$ cat src/aabb_cr_pkg.sv
// Shared types, widths and helper functions for the rectangle collision unit.
// No dependencies.
package aabb_cr_pkg;

  localparam int unsigned POS_W  = 14;  // ball / tile coordinate
  localparam int unsigned SIZE_W = 12;  // width / height
  localparam int unsigned VEL_W  = 11;  // velocity
  localparam int unsigned NEW_W  = 15;  // resolved coordinate
  localparam int unsigned CRD_W  = 16;  // internal signed working width

  typedef logic signed [CRD_W-1:0] crd_t;
  typedef logic signed [VEL_W-1:0] vel_t;
  typedef logic signed [NEW_W-1:0] npos_t;

  localparam vel_t VEL_MIN = {1'b1, {(VEL_W-1){1'b0}}};
  localparam vel_t VEL_MAX = {1'b0, {(VEL_W-1){1'b1}}};

  // One input item as held in the input register
  typedef struct packed {
    logic signed [POS_W-1:0] ball_x;
    logic signed [POS_W-1:0] ball_y;
    logic [SIZE_W-1:0]       ball_w;
    logic [SIZE_W-1:0]       ball_h;
    vel_t                    ball_vx;
    vel_t                    ball_vy;
    logic signed [POS_W-1:0] tile_x;
    logic signed [POS_W-1:0] tile_y;
    logic [SIZE_W-1:0]       tile_w;
    logic [SIZE_W-1:0]       tile_h;
    logic                    reflect_on;
  } item_t;

  // [a,b] lies within [c,d]
  function automatic logic span_in(crd_t a, crd_t b, crd_t c, crd_t d);
    span_in = (c <= a) && (b <= d);
  endfunction

  // Inclusive overlap length of [a,b] and [c,d]
  function automatic crd_t overlap_len(crd_t a, crd_t b, crd_t c, crd_t d);
    crd_t len;
    if ((b < c) || (d < a)) len = '0;
    else if (span_in(a, b, c, d)) len = d - c + crd_t'(1);
    else if (span_in(c, d, a, b)) len = b - a + crd_t'(1);
    else if (a <= c) len = b - c + crd_t'(1);
    else len = d - a + crd_t'(1);
    overlap_len = len;
  endfunction

  // Negation clamped to the velocity range
  function automatic vel_t neg_sat(vel_t v);
    neg_sat = (v == VEL_MIN) ? VEL_MAX : -v;
  endfunction

endpackage

$ cat src/aabb_collide_resolve_unit.sv
// Top level of the rectangle collision check and push-out unit.
// Depends on aabb_cr_pkg.
//
// Usage:
// - Input channel (in_valid/in_ready): one moving rectangle (ball), one fixed
//   rectangle (tile) and a reflect flag per transfer.
// - Result channel (out_valid/out_ready): one result per input transfer, in
//   order: hit flag, resolved position and resolved velocity.
// - An input transfer passes the input register, then the result register,
//   before out_valid. One item per cycle while the receiver keeps out_ready
//   high, set by the single combinational pass between the two registers.
// - When the receiver stalls the two registers fill; in_ready drops only when
//   both hold an item and out_ready is low, so one item can still be taken
//   while a finished result waits.
// - Reset (rst_n low, synchronous) empties both stages; payload registers are
//   not cleared.
// - Resolution: on a hit the ball is moved along one axis just past the tile
//   edge on its side and, with reflect_on, that velocity is negated with
//   saturation. Containment on the chosen axis leaves the ball untouched.
module aabb_collide_resolve_unit
  import aabb_cr_pkg::*;
(
  input  logic                    clk,
  input  logic                    rst_n,
  input  logic                    in_valid,
  output logic                    in_ready,
  input  logic signed [POS_W-1:0] in_ball_x,
  input  logic signed [POS_W-1:0] in_ball_y,
  input  logic [SIZE_W-1:0]       in_ball_w,
  input  logic [SIZE_W-1:0]       in_ball_h,
  input  logic signed [VEL_W-1:0] in_ball_vx,
  input  logic signed [VEL_W-1:0] in_ball_vy,
  input  logic signed [POS_W-1:0] in_tile_x,
  input  logic signed [POS_W-1:0] in_tile_y,
  input  logic [SIZE_W-1:0]       in_tile_w,
  input  logic [SIZE_W-1:0]       in_tile_h,
  input  logic                    in_reflect_on,
  output logic                    out_valid,
  input  logic                    out_ready,
  output logic                    out_hit,
  output logic signed [NEW_W-1:0] out_new_x,
  output logic signed [NEW_W-1:0] out_new_y,
  output logic signed [VEL_W-1:0] out_new_vx,
  output logic signed [VEL_W-1:0] out_new_vy
);

  // Stage control
  logic  s1_valid_r, s1_valid_nxt;
  logic  out_valid_r, out_valid_nxt;
  logic  advance;
  logic  in_xfer;
  item_t s1_r;

  // Result register
  logic  hit_r, hit_nxt;
  npos_t nx_r, nx_nxt;
  npos_t ny_r, ny_nxt;
  vel_t  nvx_r, nvx_nxt;
  vel_t  nvy_r, nvy_nxt;

  // Working values
  crd_t a, b, c, d, e, f, g, h;
  crd_t bw, bh;
  crd_t ovl_x, ovl_y;
  logic x_contain, y_contain, along_y;

  // Result stage moves when empty or drained this cycle
  assign advance  = !out_valid_r || out_ready;
  assign in_ready = !s1_valid_r || advance;
  assign in_xfer  = in_valid && in_ready;

  always_comb begin
    s1_valid_nxt = s1_valid_r;
    if (in_xfer) begin
      s1_valid_nxt = 1'b1;
    end else if (advance) begin
      s1_valid_nxt = 1'b0;
    end
    out_valid_nxt = advance ? s1_valid_r : out_valid_r;
  end

  always_ff @(posedge clk) begin
    if (!rst_n) begin
      s1_valid_r  <= 1'b0;
      out_valid_r <= 1'b0;
    end else begin
      s1_valid_r  <= s1_valid_nxt;
      out_valid_r <= out_valid_nxt;
    end
  end

  always_ff @(posedge clk) begin
    if (in_xfer) begin
      s1_r <= '{ball_x: in_ball_x, ball_y: in_ball_y, ball_w: in_ball_w,
                ball_h: in_ball_h, ball_vx: in_ball_vx, ball_vy: in_ball_vy,
                tile_x: in_tile_x, tile_y: in_tile_y, tile_w: in_tile_w,
                tile_h: in_tile_h, reflect_on: in_reflect_on};
    end
  end

  // Intervals: ball [a,b]x[e,f], tile [c,d]x[g,h]; zero size gives end = start-1
  always_comb begin
    bw = crd_t'({1'b0, s1_r.ball_w});
    bh = crd_t'({1'b0, s1_r.ball_h});
    a  = crd_t'(s1_r.ball_x);
    b  = a + bw - crd_t'(1);
    c  = crd_t'(s1_r.tile_x);
    d  = c + crd_t'({1'b0, s1_r.tile_w}) - crd_t'(1);
    e  = crd_t'(s1_r.ball_y);
    f  = e + bh - crd_t'(1);
    g  = crd_t'(s1_r.tile_y);
    h  = g + crd_t'({1'b0, s1_r.tile_h}) - crd_t'(1);
    ovl_x = overlap_len(a, b, c, d);
    ovl_y = overlap_len(e, f, g, h);
    x_contain = span_in(a, b, c, d) || span_in(c, d, a, b);
    y_contain = span_in(e, f, g, h) || span_in(g, h, e, f);
    // Axis choice: containment on x forces y, then containment on y forces x
    if (x_contain) along_y = 1'b1;
    else if (y_contain) along_y = 1'b0;
    else along_y = (ovl_y >= ovl_x);
  end

  // Push-out on the chosen axis
  always_comb begin
    hit_nxt = (ovl_x != '0) && (ovl_y != '0);
    nx_nxt  = npos_t'(a);
    ny_nxt  = npos_t'(e);
    nvx_nxt = s1_r.ball_vx;
    nvy_nxt = s1_r.ball_vy;
    if (hit_nxt) begin
      if (along_y) begin
        if (!y_contain) begin
          ny_nxt = (g <= e) ? npos_t'(h + crd_t'(1)) : npos_t'(g - bh);
          if (s1_r.reflect_on) nvy_nxt = neg_sat(s1_r.ball_vy);
        end
      end else begin
        if (!x_contain) begin
          nx_nxt = (c <= a) ? npos_t'(d + crd_t'(1)) : npos_t'(c - bw);
          if (s1_r.reflect_on) nvx_nxt = neg_sat(s1_r.ball_vx);
        end
      end
    end
  end

  always_ff @(posedge clk) begin
    if (advance) begin
      hit_r <= hit_nxt;
      nx_r  <= nx_nxt;
      ny_r  <= ny_nxt;
      nvx_r <= nvx_nxt;
      nvy_r <= nvy_nxt;
    end
  end

  assign out_valid  = out_valid_r;
  assign out_hit    = hit_r;
  assign out_new_x  = nx_r;
  assign out_new_y  = ny_r;
  assign out_new_vx = nvx_r;
  assign out_new_vy = nvy_r;

  // Input side stalls only when both stages are full and the receiver waits
  a_stall_cause: assert property (@(posedge clk) disable iff (!rst_n)
    !in_ready |-> (s1_valid_r && out_valid_r && !out_ready))
    else $error("in_ready low without a full, stalled pipeline");

  // A held item reaches the result register on the next edge when it moves
  a_stage_move: assert property (@(posedge clk) disable iff (!rst_n)
    (s1_valid_r && advance) |=> out_valid_r)
    else $error("item lost between stages");

  // No hit leaves the ball position unchanged
  a_nohit_pos: assert property (@(posedge clk) disable iff (!rst_n)
    ($past(rst_n) && $past(s1_valid_r && advance) && !out_hit) |->
      (out_new_x == npos_t'($past(s1_r.ball_x)) &&
       out_new_y == npos_t'($past(s1_r.ball_y))))
    else $error("ball moved without a hit");

  // At most one axis is resolved per item
  a_one_axis: assert property (@(posedge clk) disable iff (!rst_n)
    ($past(rst_n) && $past(s1_valid_r && advance)) |->
      ((out_new_x == npos_t'($past(s1_r.ball_x)) &&
        out_new_vx == $past(s1_r.ball_vx)) ||
       (out_new_y == npos_t'($past(s1_r.ball_y)) &&
        out_new_vy == $past(s1_r.ball_vy))))
    else $error("both axes changed");

endmodule

$ cat config.mk
export PLATFORM = sky130hd
export DESIGN_NAME = aabb_collide_resolve_unit
export DESIGN_NICKNAME = d
export VERILOG_FILES = /design/src/aabb_cr_pkg.sv /design/src/aabb_collide_resolve_unit.sv
export SDC_FILE = /design/constraint.sdc
export NUM_CORES = 1
export LEC_CHECK = 0
export BUFFER_PORTS_ARGS = -buffer_cell sky130_fd_sc_hd__buf_4
export CAP_MARGIN = 20
export CORE_MARGIN = 3
export CORE_UTILIZATION = 68
export CTS_CLUSTER_DIAMETER = 60
export DETAILED_ROUTE_END_ITERATION = 12
export PLACE_DENSITY = 0.95
export SLEW_MARGIN = 20
export SYNTH_ARGS = -nofsm -noshare
export SYNTH_HDL_FRONTEND = slang
export SYNTH_SLANG_ARGS = --single-unit
$ cat constraint.sdc
create_clock -name clk -period 25.4 [get_ports clk]
set_clock_uncertainty 0.15 [all_clocks]
set_input_delay 5.08 -clock clk [delete_from_list [all_inputs] [get_ports clk]]
set_output_delay 5.08 -clock clk [all_outputs]
set_load 0.05 [all_outputs]
==> results of run 1 <==
[critical path: stages]
cell	delay [ns]
buf_4	0.11
nor2b_1	0.25
nand2_1	0.12
buf_4	0.20
[registers in the layout (all words and copies together), names as in the netlist]
signal,cells
g,14
out_hit,1
out_valid,1
out_new_vx,11
bh,12
out_new_vy,11
out_new_x,15
s1_r,47
out_new_y,15
s1_valid_r,1
c,14
a,14
e,14
bw,12
[power by group through the flow]
stage	combinational [uW]	sequential, uW	clock (uW)
floorplan	1140	568	0
global placement	1600	426	0
detailed placement	1660	428	0
CTS	1680	423	277
global route	1870	428	289
finish	1730	423	276
[area by class of cell]
class                           instances  area (um2)  share of cell area
Clock buffer                           19         433              0.0175
Clock inverter                         12         155             0.00627
Inverter                              337        1260              0.0511
Multi-Input combinational cell       1874       15400               0.624
Sequential cell                       182        5450               0.220
Tap cell                              435         544              0.0220
Timing Repair Buffer                  195        1460              0.0591
[layer usage]
layer  share of wire  vias up  wire length, um  GRT usage
met5               0        -                0          0
met4           0.042        0             2670      0.160
met2            0.45     1259            28700      0.571
met1            0.40     9352            25200      0.470
met3            0.11      239             6810     0.0669
li1                -     9174                -          -
[synth_stat cells, types with 12 or more instances]
cell | instances | area, um2
and3_1 | 13 | 81.3
nand3_1 | 55 | 275
fa_1 | 42 | 841
nand4_1 | 31 | 194
or3_1 | 21 | 131
a211oi_1 | 30 | 225
xnor2_1 | 119 | 1040
mux2i_1 | 27 | 270
xor2_1 | 63 | 552
o21a_1 | 21 | 158
o211ai_1 | 19 | 143
nor3_1 | 58 | 290
inv_1 | 337 | 1260
nor2_1 | 137 | 514
o21bai_1 | 32 | 240
a21o_1 | 52 | 390
mux2_2 | 15 | 169
ha_1 | 446 | 5580
nand2_1 | 105 | 394
o21ai_0 | 116 | 581
a31oi_1 | 24 | 150
a21oi_1 | 161 | 806
edfxtp_1 | 180 | 5410
nor2b_1 | 30 | 188
clkbuf_1 | 12 | 45.0
nand2b_1 | 28 | 175
o31ai_1 | 12 | 90.1
[kinds of logic after synthesis]
logic type,count (synthesis),synth area share
xor gates and xnor gates,182,0.0714
AOI/OAI and AO/OA,605,0.182
muxes,49,0.0243
and+or+nand+nor,550,0.127
DFF,182,0.244
buffers and inverters,362,0.0638
adders and majority gates,488,0.288
[per-stage QoR]
step           total power (uW)  instances
2_1_floorplan              1710       2418
3_3_place_gp               2020       3023
3_5_place_dp               2090       3023
4_1_cts                    2380       3054
5_1_grt                    2590       3054
6_report                   2430       3054
[path summary, 6_finish.rpt]
path | from | end | cells after the start
setup reg to reg | g[1]$_DFFE_PP_ | out_new_y[3]$_DFFE_PP_ | 37
hold reg to reg | s1_valid_r$_SDFFE_PN0P_ | out_valid$_SDFFE_PN0P_ | 1
hold / removal | s1_valid_r$_SDFFE_PN0P_ | out_valid$_SDFFE_PN0P_ | 1
setup / recovery | out_ready | in_ready | 4
==> flow_summary.toml, run 1 <==
[final_layout]
postLayoutCellArea_mm2 = 0.0248
layout_common_cells = "446 x ha_1, 336 x inv_1, 195 x buf_4, 180 x edfxtp_1, 161 x a21oi_1"
antenna_cells = 0
fin_nets = 3226
areaGrowthSynthToFinish_pct = 10.9
final_common_cell = "ha_1"
fin_util = 0.774
final_layout_size_suffix_gt1_frac = 0.108
nFillCells = 2069

[critical_path]
worst_setup_path_start_kind = "primary input"
setup.worst_path.end_class = "primary output"
path_class = "primary input to primary output"
arrival_ns = 5.76
required_ns = 20.17
rrSetupSlack_ns = 15.12
path_max_fanout = 4

[timing]
final_max_slew_viol_count = 0
final-hold-violation-count = 0
setup_ws_ns = 14.41
layout_min_cycle_time_ns = 10.99
timing.hold.ws_ns = 0.393
period_share = 0.433
worst_slew_pin_slew_ns = 1.00
tns_ns = 0
grt_setup_unrepaired = "no"
fmax_ghz = 0.0910
setup_viol = 0
slew_headroom = 0.314

[job]
drv_cap = 0

[global_route]
grt_max_degree = 65
grt_pass1_wl_um = 102000
grt_pass1_vias = 20138
antenna_found_initial = 0
grtUsageTotal = 0.356
grt_overflow = 0

[routing]
ant_nets = 0
via_count = 20024
first_pass_iters = 6
drc = 0
drt_iter0_markers = 2379
avgRoutedWirePerCell_um = 20.7
via_per_inst = 6.56
drt-total-wl_um = 63400

[yosys]
syn_nets = 3037
synth-async-reset-ratio = 0
yosysWarnings = 0
synth-main-ff-cell = "edfxtp_1"
syn-mean-instance-area_um2 = 9.23
synth-edff-count = 180
ys_ff_latch = 182
ys_seq_area_frac = 0.244
yosysUniqueCellTypes = 88
synth_area_mm2 = 0.0223
synth_cells = 2418

[clock_tree]
cts.sink_count = 182
clock_latency_ns = 0.47
cts_buffer_depth = 2
clk_pin_slew_ns = 0.06
cts_root_buf = "clkbuf_16"
ctsHtreeMaxLevel = 4
post_cts.repair.setup_buffers = 0
cts_resized = 0
numCtsBuffers = 17
cts_tree = "yes"
ctsHoldBuffers = 0

[die]
num_rows = 65
initial_utilization = 0.698
core_area_mm2 = 0.0320
die_y_um = 187
io-pin-count = 186
die-area_mm2 = 0.0350
die_w_um = 187

[placement]
dp_slack_ns = 14.41
gp_congestion = 1.04
place_hpwl_um = 50200
place_area_mm2 = 0.0242
io_buffers = 185

[pwr]
peakVddDrop_v = 0.0000830
clockPowerShare = 0.114
power.density_mw_per_mm2 = 98.2
power.internal_uw = 1230
p_switching_uw = 1200
pwr-share-seq = 0.174
p_leak_uw = 0.0117
switching_share = 0.495
power_frac_comb = 0.712

[run_status]
outcome = "finished, final reports clean"

[min_path]
hold_class = "register to register"
Power figures use the tool's default switching activity.
==> inputs of run 2 (changes only) <==
Settings changed: CORE_UTILIZATION 68 to 57, PLACE_DENSITY 0.95 to 0.9.
Clock period 25.4 ns to 9 ns, I/O delays scaled along.
==> run 2 against run 1 <==
Net effect:
- flip-flop and latch count stayed put
- combinational power grew to 3.0 times the previous value
- via count down 1.7%
- final cell count grew 3.9%
- clock power grew to 2.6 times the previous value
- sequential share of layout area fell by 0.48 points
- count of clock-buffer cells in the layout shrank 2
- highest routed layer unchanged
==> flow_summary.toml, run 2 (same netlist as run 1, synthesis figures left out) <==
[run_status]
outcome = "finished, final reports clean"

[final_layout]
fin_nets = 3268
final_layout_size_suffix_gt1_frac = 0.132
largest_reg_flops = 47
antenna_cells = 0
layout_common_cells = "446 x ha_1, 335 x inv_1, 236 x buf_4, 180 x edfxtp_1, 153 x a21oi_1"
areaGrowthSynthToFinish_pct = 13.4
fin_cells = 3172
top_register = "s1_r"
final_common_cell = "ha_1"

[placement]
io_buffers = 185
placedCellCount = 3136
gp_congestion = 0.985
place_hpwl_um = 53600

[die]
die_w_um = 204
core_area_mm2 = 0.0381
num_rows = 71
io-pin-count = 186
die-area_mm2 = 0.0416
initial_utilization = 0.585
die_y_um = 204

[critical_path]
arrival_ns = 8.91
setup.worst_path.end_class = "register"
crit_family = "compound AO/OA/AOI/OAI gates"
slowest_stage = "o41a_2"
required_ns = 9.09
worst_r2r_path_depth = 41
path_max_fanout = 11
critPathBufInv = 4
worst-path-stages = 41
cpMostUsedCell = "a21o_1"
worst_setup_path_start_kind = "register"
path_class = "register to register"
slowest_delay_ns = 0.49

[timing]
fmax_ghz = 0.113
layout_min_cycle_time_ns = 8.83
final_max_slew_viol_count = 0
slew_headroom = 0.309
final-hold-violation-count = 0
worst_slew_pin_slew_ns = 1.02
setup_viol = 0
period_share = 0.981

[routing]
via_count = 19690
via_per_inst = 6.21
drt-total-wl_um = 66500
drt_iter0_markers = 2096
drc = 0
avgRoutedWirePerCell_um = 21.0
first_pass_iters = 6
ant_nets = 0

[clock_tree]
cts_buffer_depth = 2
cts_root_buf = "clkbuf_16"
cts_tree = "yes"
ctsHoldBuffers = 0
cts.sink_count = 182
ctsHtreeMaxLevel = 4
numCtsBuffers = 17
clk_pin_slew_ns = 0.07
clock_latency_ns = 0.50

[pwr]
p_leak_uw = 0.0119
power.density_mw_per_mm2 = 279
finalPower_uw = 7070
peakVddDrop_v = 0.000178

[global_route]
grtUsageTotal = 0.313
grt_pass1_wl_um = 103000
grt_overflow = 0
antenna_found_initial = 0
grt_max_degree = 66
grt_pass1_vias = 19559

[min_path]
hold_depth = 1
hold_class = "register to register"

[job]
drv_cap = 0
run 2: worst paths after layout:
kind,from,end,slack (ns)
worst max-delay path,a[1]$_DFFE_PP_,out_new_vy[10]$_DFFE_PP_,0.17
worst max register to register,a[1]$_DFFE_PP_,out_new_vy[10]$_DFFE_PP_,0.17
worst min register to register,s1_valid_r$_SDFFE_PN0P_,out_valid$_SDFFE_PN0P_,0.37
worst min-delay path,s1_valid_r$_SDFFE_PN0P_,out_valid$_SDFFE_PN0P_,0.37
run 2: what timing repair did:
action	CTS	global route
endpoints found under the setup margin	1	52
hold endpoints to repair	0	0
setup buffers	0	5
pin swaps	0	3
gates resized for setup	1	33
run 2: stage by stage:
step / instance area [um2] / hold WS [ns] / util / setup TNS (ns) / setup slack (ns)
global placement: 24600 / 0.323 / 0.644 / 0 / 0.236
CTS: 25100 / 0.363 / 0.659 / 0 / 0.00507
finish: 25300 / 0.365 / 0.664 / 0 / 0.175
floorplan: 22300 / 0.313 / - / 0 / 0.755
detailed placement: 24600 / 0.336 / 0.644 / 0 / 0.0804
global route: 25300 / 0.382 / 0.664 / -1.58 / -0.115
run 2: routing by layer:
metal,vias up,wire length [um],GRT usage
met5,-,0,0
met4,0,1410,0.0860
met3,124,6210,0.0616
met2,949,30300,0.501
met1,9360,28600,0.435
li1,9257,-,-
run 2: power breakdown:
part,total [uW],switching (uW),internal [uW]
clock network,724,350,374
registers,1200,68.7,1130
logic,5150,3110,2030
run 2: area by class of cell:
type | instances | area (um2)
clock buffers | 17 | 425
clock inverters | 14 | 114
fillers | 2989 | 12800
inverters | 337 | 1260
multi-input cells | 1874 | 15600
flip-flops and latches | 182 | 5450
well taps | 511 | 639
repair buffers | 237 | 1790
run 2: worst reg2reg max path, delay by kind of cell (launching register included):
kind	cells	cell delay, ns
AO/OA/AOI/OAI	23	4.58
multiplexers	1	0.35
buffers and inverters	4	0.62
adder cells (fa/ha/maj)	4	1.12
flip-flops	1	0.46
AND/OR/NAND/NOR	9	1.30
